### src/vrp_pkg.sv
// Package for the vertex rotate and project pipeline.
// Holds payload and configuration types, register indexes and the
// saturation and truncation helpers shared by all pipeline cells.
package vrp_pkg;

  localparam int COORD_WIDTH = 16;
  localparam int CFG_INDEX_WIDTH = 3;
  localparam int CFG_DATA_WIDTH = 32;
  localparam int WIDE = 72;

  // sqrt(3)/2 as unsigned Q0.32, rounded to nearest.
  localparam logic [63:0] COS30_Q32 = 64'd3719550787;

  localparam logic [CFG_INDEX_WIDTH-1:0] REG_ZOOM = 3'd0;
  localparam logic [CFG_INDEX_WIDTH-1:0] REG_ROT_X = 3'd1;
  localparam logic [CFG_INDEX_WIDTH-1:0] REG_ROT_Y = 3'd2;
  localparam logic [CFG_INDEX_WIDTH-1:0] REG_ROT_Z = 3'd3;
  localparam logic [CFG_INDEX_WIDTH-1:0] REG_DEPTH_OFF = 3'd4;
  localparam logic [CFG_INDEX_WIDTH-1:0] REG_SCREEN_X_OFF = 3'd5;
  localparam logic [CFG_INDEX_WIDTH-1:0] REG_SCREEN_Y_OFF = 3'd6;
  localparam logic [CFG_INDEX_WIDTH-1:0] REG_ISO_EN = 3'd7;

  localparam logic [31:0] SINCOS_RESET = 32'h4000_0000;

  typedef struct packed {
    logic signed [COORD_WIDTH-1:0] point_x;
    logic signed [COORD_WIDTH-1:0] point_y;
    logic signed [COORD_WIDTH-1:0] point_z;
  } point_t;

  typedef struct packed {
    logic signed [31:0] screen_x;
    logic signed [31:0] screen_y;
    logic signed [31:0] depth_z;
  } result_t;

  typedef struct packed {
    logic signed [15:0] depth_offset;
    logic signed [15:0] screen_x_offset;
    logic signed [15:0] screen_y_offset;
    logic               iso_enable;
  } proj_cfg_t;

  function automatic logic signed [31:0] sat32(input logic signed [WIDE-1:0] v);
    logic same;
    same = (&v[WIDE-1:31]) || (~|v[WIDE-1:31]);
    if (same) begin
      return v[31:0];
    end else if (v[WIDE-1]) begin
      return 32'sh8000_0000;
    end else begin
      return 32'sh7fff_ffff;
    end
  endfunction

  // Divide by 2^f, rounding toward zero.
  function automatic logic signed [WIDE-1:0] trunc_frac(input logic signed [WIDE-1:0] v,
                                                        input int f);
    logic signed [WIDE-1:0] bias;
    bias = (WIDE'(1) <<< f) - WIDE'(1);
    if (v[WIDE-1]) begin
      return (v + bias) >>> f;
    end else begin
      return v >>> f;
    end
  endfunction

endpackage

### src/vrp_proj_cell.sv
// Projection cell: depth offset for nonzero depths, optional isometric projection, screen offsets.
// Depends on vrp_pkg. Four stages, output registers in the last one.
module vrp_proj_cell #(
  parameter int TRIG_FRAC_BITS = 14
) (
  input  logic               clk,
  input  logic               rst,
  input  vrp_pkg::proj_cfg_t cfg,
  input  logic               in_valid,
  input  logic signed [31:0] in_x,
  input  logic signed [31:0] in_y,
  input  logic signed [31:0] in_z,
  output logic               out_valid,
  output vrp_pkg::result_t   out_result
);
  import vrp_pkg::*;

  localparam int CW = TRIG_FRAC_BITS + 2;
  localparam int PW = 33 + CW;
  localparam int NYW = 34 + TRIG_FRAC_BITS;
  localparam logic [63:0] C30_U =
    (COS30_Q32 + (64'd1 << (31 - TRIG_FRAC_BITS))) >> (32 - TRIG_FRAC_BITS);
  localparam logic signed [CW-1:0] C30 = C30_U[CW-1:0];

  logic               v1, v2, v3;
  logic signed [31:0] x1, y1, z1;
  logic signed [32:0] diff1, sum1;
  logic signed [31:0] x2, y2, z2;
  logic signed [PW-1:0] prod2;
  logic signed [NYW-1:0] ny2;
  logic signed [31:0] x3, y3, z3;
  logic signed [WIDE-1:0] z_off;

  assign z_off = WIDE'(in_z) + WIDE'(cfg.depth_offset);

  always_ff @(posedge clk) begin
    x1 <= in_x;
    y1 <= in_y;
    z1 <= (in_z != 32'sd0) ? sat32(z_off) : in_z;
    diff1 <= 33'(in_x) - 33'(in_y);
    sum1 <= 33'(in_x) + 33'(in_y);

    x2 <= x1;
    y2 <= y1;
    z2 <= z1;
    prod2 <= PW'(diff1) * PW'(C30);
    ny2 <= (NYW'(sum1) <<< (TRIG_FRAC_BITS - 1)) - (NYW'(z1) <<< TRIG_FRAC_BITS);

    z3 <= z2;
    if (cfg.iso_enable) begin
      x3 <= sat32(trunc_frac(WIDE'(prod2), TRIG_FRAC_BITS));
      y3 <= sat32(trunc_frac(WIDE'(ny2), TRIG_FRAC_BITS));
    end else begin
      x3 <= x2;
      y3 <= y2;
    end

    out_result.screen_x <= sat32(WIDE'(x3) + WIDE'(cfg.screen_x_offset));
    out_result.screen_y <= sat32(WIDE'(y3) + WIDE'(cfg.screen_y_offset));
    out_result.depth_z <= z3;

    if (rst) begin
      v1 <= 1'b0;
      v2 <= 1'b0;
      v3 <= 1'b0;
      out_valid <= 1'b0;
    end else begin
      v1 <= in_valid;
      v2 <= v1;
      v3 <= v2;
      out_valid <= v3;
    end
  end

endmodule

### config.mk
export PLATFORM = sky130hd
export DESIGN_NAME = vrp_proj_cell
export DESIGN_NICKNAME = d
export VERILOG_FILES = /design/src/vrp_pkg.sv /design/src/vrp_proj_cell.sv
export SDC_FILE = /design/constraint.sdc
export NUM_CORES = 2
export LEC_CHECK = 0
export BUFFER_PORTS_ARGS = -buffer_cell sky130_fd_sc_hd__buf_2
export CAP_MARGIN = 20
export CORE_AREA = 2 2 336 338
export DETAILED_ROUTE_END_ITERATION = 8
export DIE_AREA = 0 0 338 340
export SYNTH_ARGS = -nofsm -noshare
export SYNTH_HDL_FRONTEND = slang
export SYNTH_SLANG_ARGS = --single-unit
### constraint.sdc
create_clock -name clk -period 6 [get_ports clk]
set_clock_uncertainty 0.15 [all_clocks]
set_input_delay 0.9 -clock clk [delete_from_list [all_inputs] [get_ports clk]]
set_output_delay 0.9 -clock clk [all_outputs]
set_load 0.03 [all_outputs]
# Word level (Yosys, flattened, before mapping)
# Index checks and enable logic that the tools add are counted.
# Widths: inputs -> output; s select.
[totals]
ff_bits = 549
output_inout_bits = 97
[op_classes]
n_reduce_logical = 21
addsub = 8
muxes = 17
n_mul = 1
[op_table]
columns = ["op", "count"]
rows = [
  ["$mux 32", 13],
  ["$mux 72", 4],
  ["$reduce_and 41->1", 5],
  ["$reduce_or 41->1", 5],
  ["$add 32x16->33", 3],
  ["$add 48x15->49 const B", 1],
  ["$add 47x15->48 const B", 1],
  ["$mul 33x15->48 const B", 1],
  ["$sub 46x46->47", 1],
  ["$add 32x32->33", 1],
  ["$sub 32x32->33", 1],
  ["$reduce_bool 32->1", 1],
  ["$logic_not 1->1", 5],
  ["$logic_or 1x1->1", 5],
]

# Longest topological paths before layout
[logic_depth]
ltp_word = 8
depth_mapped = 22
ltp_nobuf = 22

# Worst setup path after synthesis
# OpenSTA, ideal clock, no wires.
[synth_timing]
path_kind = "flip-flop to flip-flop"
from = "register diff1[16]"
to = "register prod2[47] (netlist name)"
t_arrival_ps = 5550
period_less_slack_ps = 5818
path_buffers = 1
path_slack_ps = 182
required_ps = 5732
path_stages_with_launch = 21
setup_time_ps = 118
path_cell_list = "dfxtp_1 ha_1 fa_1 fa_1 fa_1 fa_1 inv_1 fa_1 inv_1 ha_1 clkbuf_1 a21oi_1 nand2_1 a221o_1 a221o_1 nor4_1 nor2_1 a31oi_2 o31ai_1 a21o_1 xnor2_1"
[synth_via]
elab_chain_cells = 1
[synth_rtl]
columns = ["item", "line", "text"]
rows = [
  ["start, declared", "vrp_proj_cell.sv:27", "logic signed [32:0] diff1, sum1;"],
  ["start signal, assigned", "vrp_proj_cell.sv:40", "diff1 <= 33'(in_x) - 33'(in_y);"],
  ["$mul 33x15->48", "vrp_proj_cell.sv:46", "prod2 <= PW'(diff1) * PW'(C30);"],
]
# Every way passes these cells.
# A chain may end at the register's enable or synchronous reset.

# Final worst setup path
[layout_timing]
from = "register diff1[4]"
to = "register prod2[46]"
[layout_via]
elab_chain_cells = 1
[layout_rtl]
columns = ["item", "line", "text"]
rows = [
  ["$mul 33x15->48", "vrp_proj_cell.sv:46", ""],
  ["end signal, assigned", "vrp_proj_cell.sv:46", ""],
  ["end, declared", "vrp_proj_cell.sv:29", "logic signed [PW-1:0] prod2;"],
]
# Every way passes these cells.

==> results_dict.tcl <==
set metrics [dict create \
    synth.yosys.seq_area_share_pct 32.1 \
    final_antenna_net_count 0 \
    clock_tree_from_tritoncts "done" \
    layout.nets 4440 \
    drtPass1Iterations 5 \
    crit_required_ns 6.30 \
    path_cells "ha_1, inv_1, fa_1, inv_1, fa_1, fa_2, fa_1, inv_1, fa_1, inv_1, ha_4, nand3_1, or4_1, o21a_2, o31ai_4, a41oi_2, a31oi_2, o31a_1, o311ai_1" \
    drc 0 \
    multi_input_comb_area_um2 20800 \
    count_of_placed_standard_cells_in_the_final_layout_fillers_left_out 5246 \
    routed-via-count 24800 \
    slew-limit-headroom_pct 33.4 \
    detailed_place_hpwl_um 77200 \
    max_cap_viols 0 \
    grt_antenna_before_repair 57 \
    ys_top_cells_by_count "534 x dfxtp_1, 504 x inv_1, 351 x ha_1" \
    grt_pass1_vias 23900 \
    final_period_minus_worst_setup_slack_ns 5.82 \
    fin_crit_sh_pct 97.0 \
    timing.critical_path.slowest_cell_delay_ns 0.53 \
    area.growth.synth_to_final_pct 16.8 \
    avgRoutedWirePerCell_um 17.4 \
    place_area_um2 36400 \
    buffer_ports.inserted 244 \
    drt-vias-per-instance 4.73 \
    numClockSinks 534 \
    finalCoreUtilization_pct 34.8 \
    synth.yosys.warnings 0 \
    detailroute.wirelength.met3_um 8370 \
    crit_fanout 5 \
    synth_top_area_share_pct 32.1 \
    die_width_um 338 \
    cpMaxStageDelayCell "fa_1" \
    synth_cell_types 89 \
    routed.top_layer "met5" \
    post_synth_main_area_contributors "dfxtp_1 32%, fa_1 15%, ha_1 13%" \
    mappedNetlistNets 4159 \
    netlist.top_cell.by_area "dfxtp_1" \
    global_route_wire_length_before_repair_um 137000 \
    run_status "finished, final reports clean" \
    min_path_type "flip-flop to flip-flop" \
    post_synthesis_cells 3412 \
    share_of_cells_above_drive_strength_1_pct 13.8 \
    initial_core_util_pct 29.8 \
    n_fill_cell 11400 \
    final_cell_area_um2 38900 \
    data_arrival_at_the_endpoint_of_the_critical_path_ns 6.12 \
    post_synth.cell_area_avg_um2 9.75 \
    die_area_um2 115000 \
    holdBufCountCts 0 \
    clkLatencyLatePin_ns 0.65 \
    largest_net_degree_at_the_start_of_global_routing 49 \
    cts_made_buffers 55 \
    hold_viol_final 0 \
    critical_path_start_end_classification "flip-flop to flip-flop" \
    chipHeight_um 340 \
    synth.cell_area_um2 33300 \
    synthFlopType "dfxtp_1" \
    met2RoutedLength_um 40400 \
    transition_time_of_the_tightest_slew_check_pin_ns 0.999 \
    post-synth-top-count-cell "dfxtp_1" \
    synth_edf_count 0 \
    area.sequential_um2 10700 \
    core-area_um2 112000 \
    cp-end-kind "flip-flop" \
    io-pin-count 245 \
    cts_htree_levels 2 \
    ys_ff_latch 534 \
    fin_max_slew_vios 0 \
    cts.reportedPaths.clkPinSlew_ns 0.06 \
    grt_overflow_total 0 \
    wire_length_reported_by_the_detailed_router_um 91100 \
    asyncSetResetFlopFracSynth_pct 0 \
    routedLengthMet1_um 40100 \
    drt_first_iter_violations 1634 \
    max_clock_freq_ghz 0.172 \
    root_buffer "clkbuf_16" \
    worstSetupStartpointType "flip-flop" \
    ctsLongestPathBuffers 3 \
    rows 123 \
    global_route.usage.total_pct 15.5 \
    setup-violations-final 0 \
    place.detailed.instances 5134 \
    routabilityCongestion 0.892 \
]
==> registers in the layout, indices dropped and copies added, names as in the netlist <==
name / cells
diff1: 32
ny2: 33
out_result: 96
out_valid: 1
prod2: 48
sum1: 33
v1: 1
v2: 1
v3: 1
x1: 32
x2: 32
x3: 32
y1: 32
y2: 32
y3: 32
z1: 32
z2: 32
z3: 32
==> critical path, delay by kind of cell, from the launching register on <==
| family | cells | cell delay [ns] |
|---|---|---|
| AND/OR/NAND/NOR | 2 | 0.60 |
| adder cells (fa/ha/maj) | 7 | 2.97 |
| buffers and inverters | 4 | 0.24 |
| AO/OA/AOI/OAI | 6 | 1.26 |
| flip-flops | 1 | 0.39 |
==> logic make-up after synthesis <==
logic type	share of synthesized area [%]
mux	0.222
compound gates	15.8
xor+xnor	7.63
flops	32.1
buf+inv	6.81
simple gates	8.77
fa+ha+maj	28.6
==> path summary, 6_finish.rpt <==
path	startpoint	end	slack (ns)	cells after the start
max	diff1[4]	prod2[46]	0.18	19
min	y1[11]	y2[11]	0.17	0
min reg2reg	y1[11]	y2[11]	0.17	0
max reg2reg	diff1[4]	prod2[46]	0.18	19
==> repair_timing <==
item                       CTS  global route
setup endpoints to repair   17            15
resized for setup           34            76
pin swaps                    4            21
setup buffers                0             1
hold endpoints to repair     0             0
==> area by class of cell <==
cell class,count,area share (%)
Sequential cell,534,27.7
Inverter,506,4.89
Clock inverter,29,0.934
Timing Repair Buffer,305,4.34
Antenna cell,14,0.0902
Multi-Input combinational cell,2291,53.5
Clock buffer,67,3.79
Tap cell,1500,4.83
==> placed cells by master (no fill, tap or decap), types with 118 or more instances in the layout <==
cell type | Yosys | layout
a21oi_1 | 241 | 236
xnor2_1 | 171 | 171
nor2_1 | 167 | 166
a21o_1 | 128 | 128
dfxtp_1 | 534 | 511
inv_1 | 504 | 504
buf_2 | 36 | 244
nand2_1 | 119 | 118
ha_1 | 351 | 321
fa_1 | 248 | 247
==> metrics by stage <==
stage          setup WS [ns]  hold slack [ns]  setup TNS [ns]
3_5_place_dp          -0.450            0.162           -2.82
5_1_grt             -0.00792            0.178        -0.00792
2_1_floorplan          0.182            0.160               0
6_report               0.178            0.172               0
3_3_place_gp          -0.174            0.161          -0.595
4_1_cts             0.000303            0.171               0
==> routing by layer <==
layer | vias to the layer above | GRT usage [%]
met5 | - | 0
met3 | 180 | 5.55
met4 | 78 | 3.11
li1 | 12100 | -
met2 | 590 | 24.2
met1 | 11800 | 20.5
Power is not shown: default switching activity piles up to over one toggle a cycle in this logic, so the estimate is an artifact.
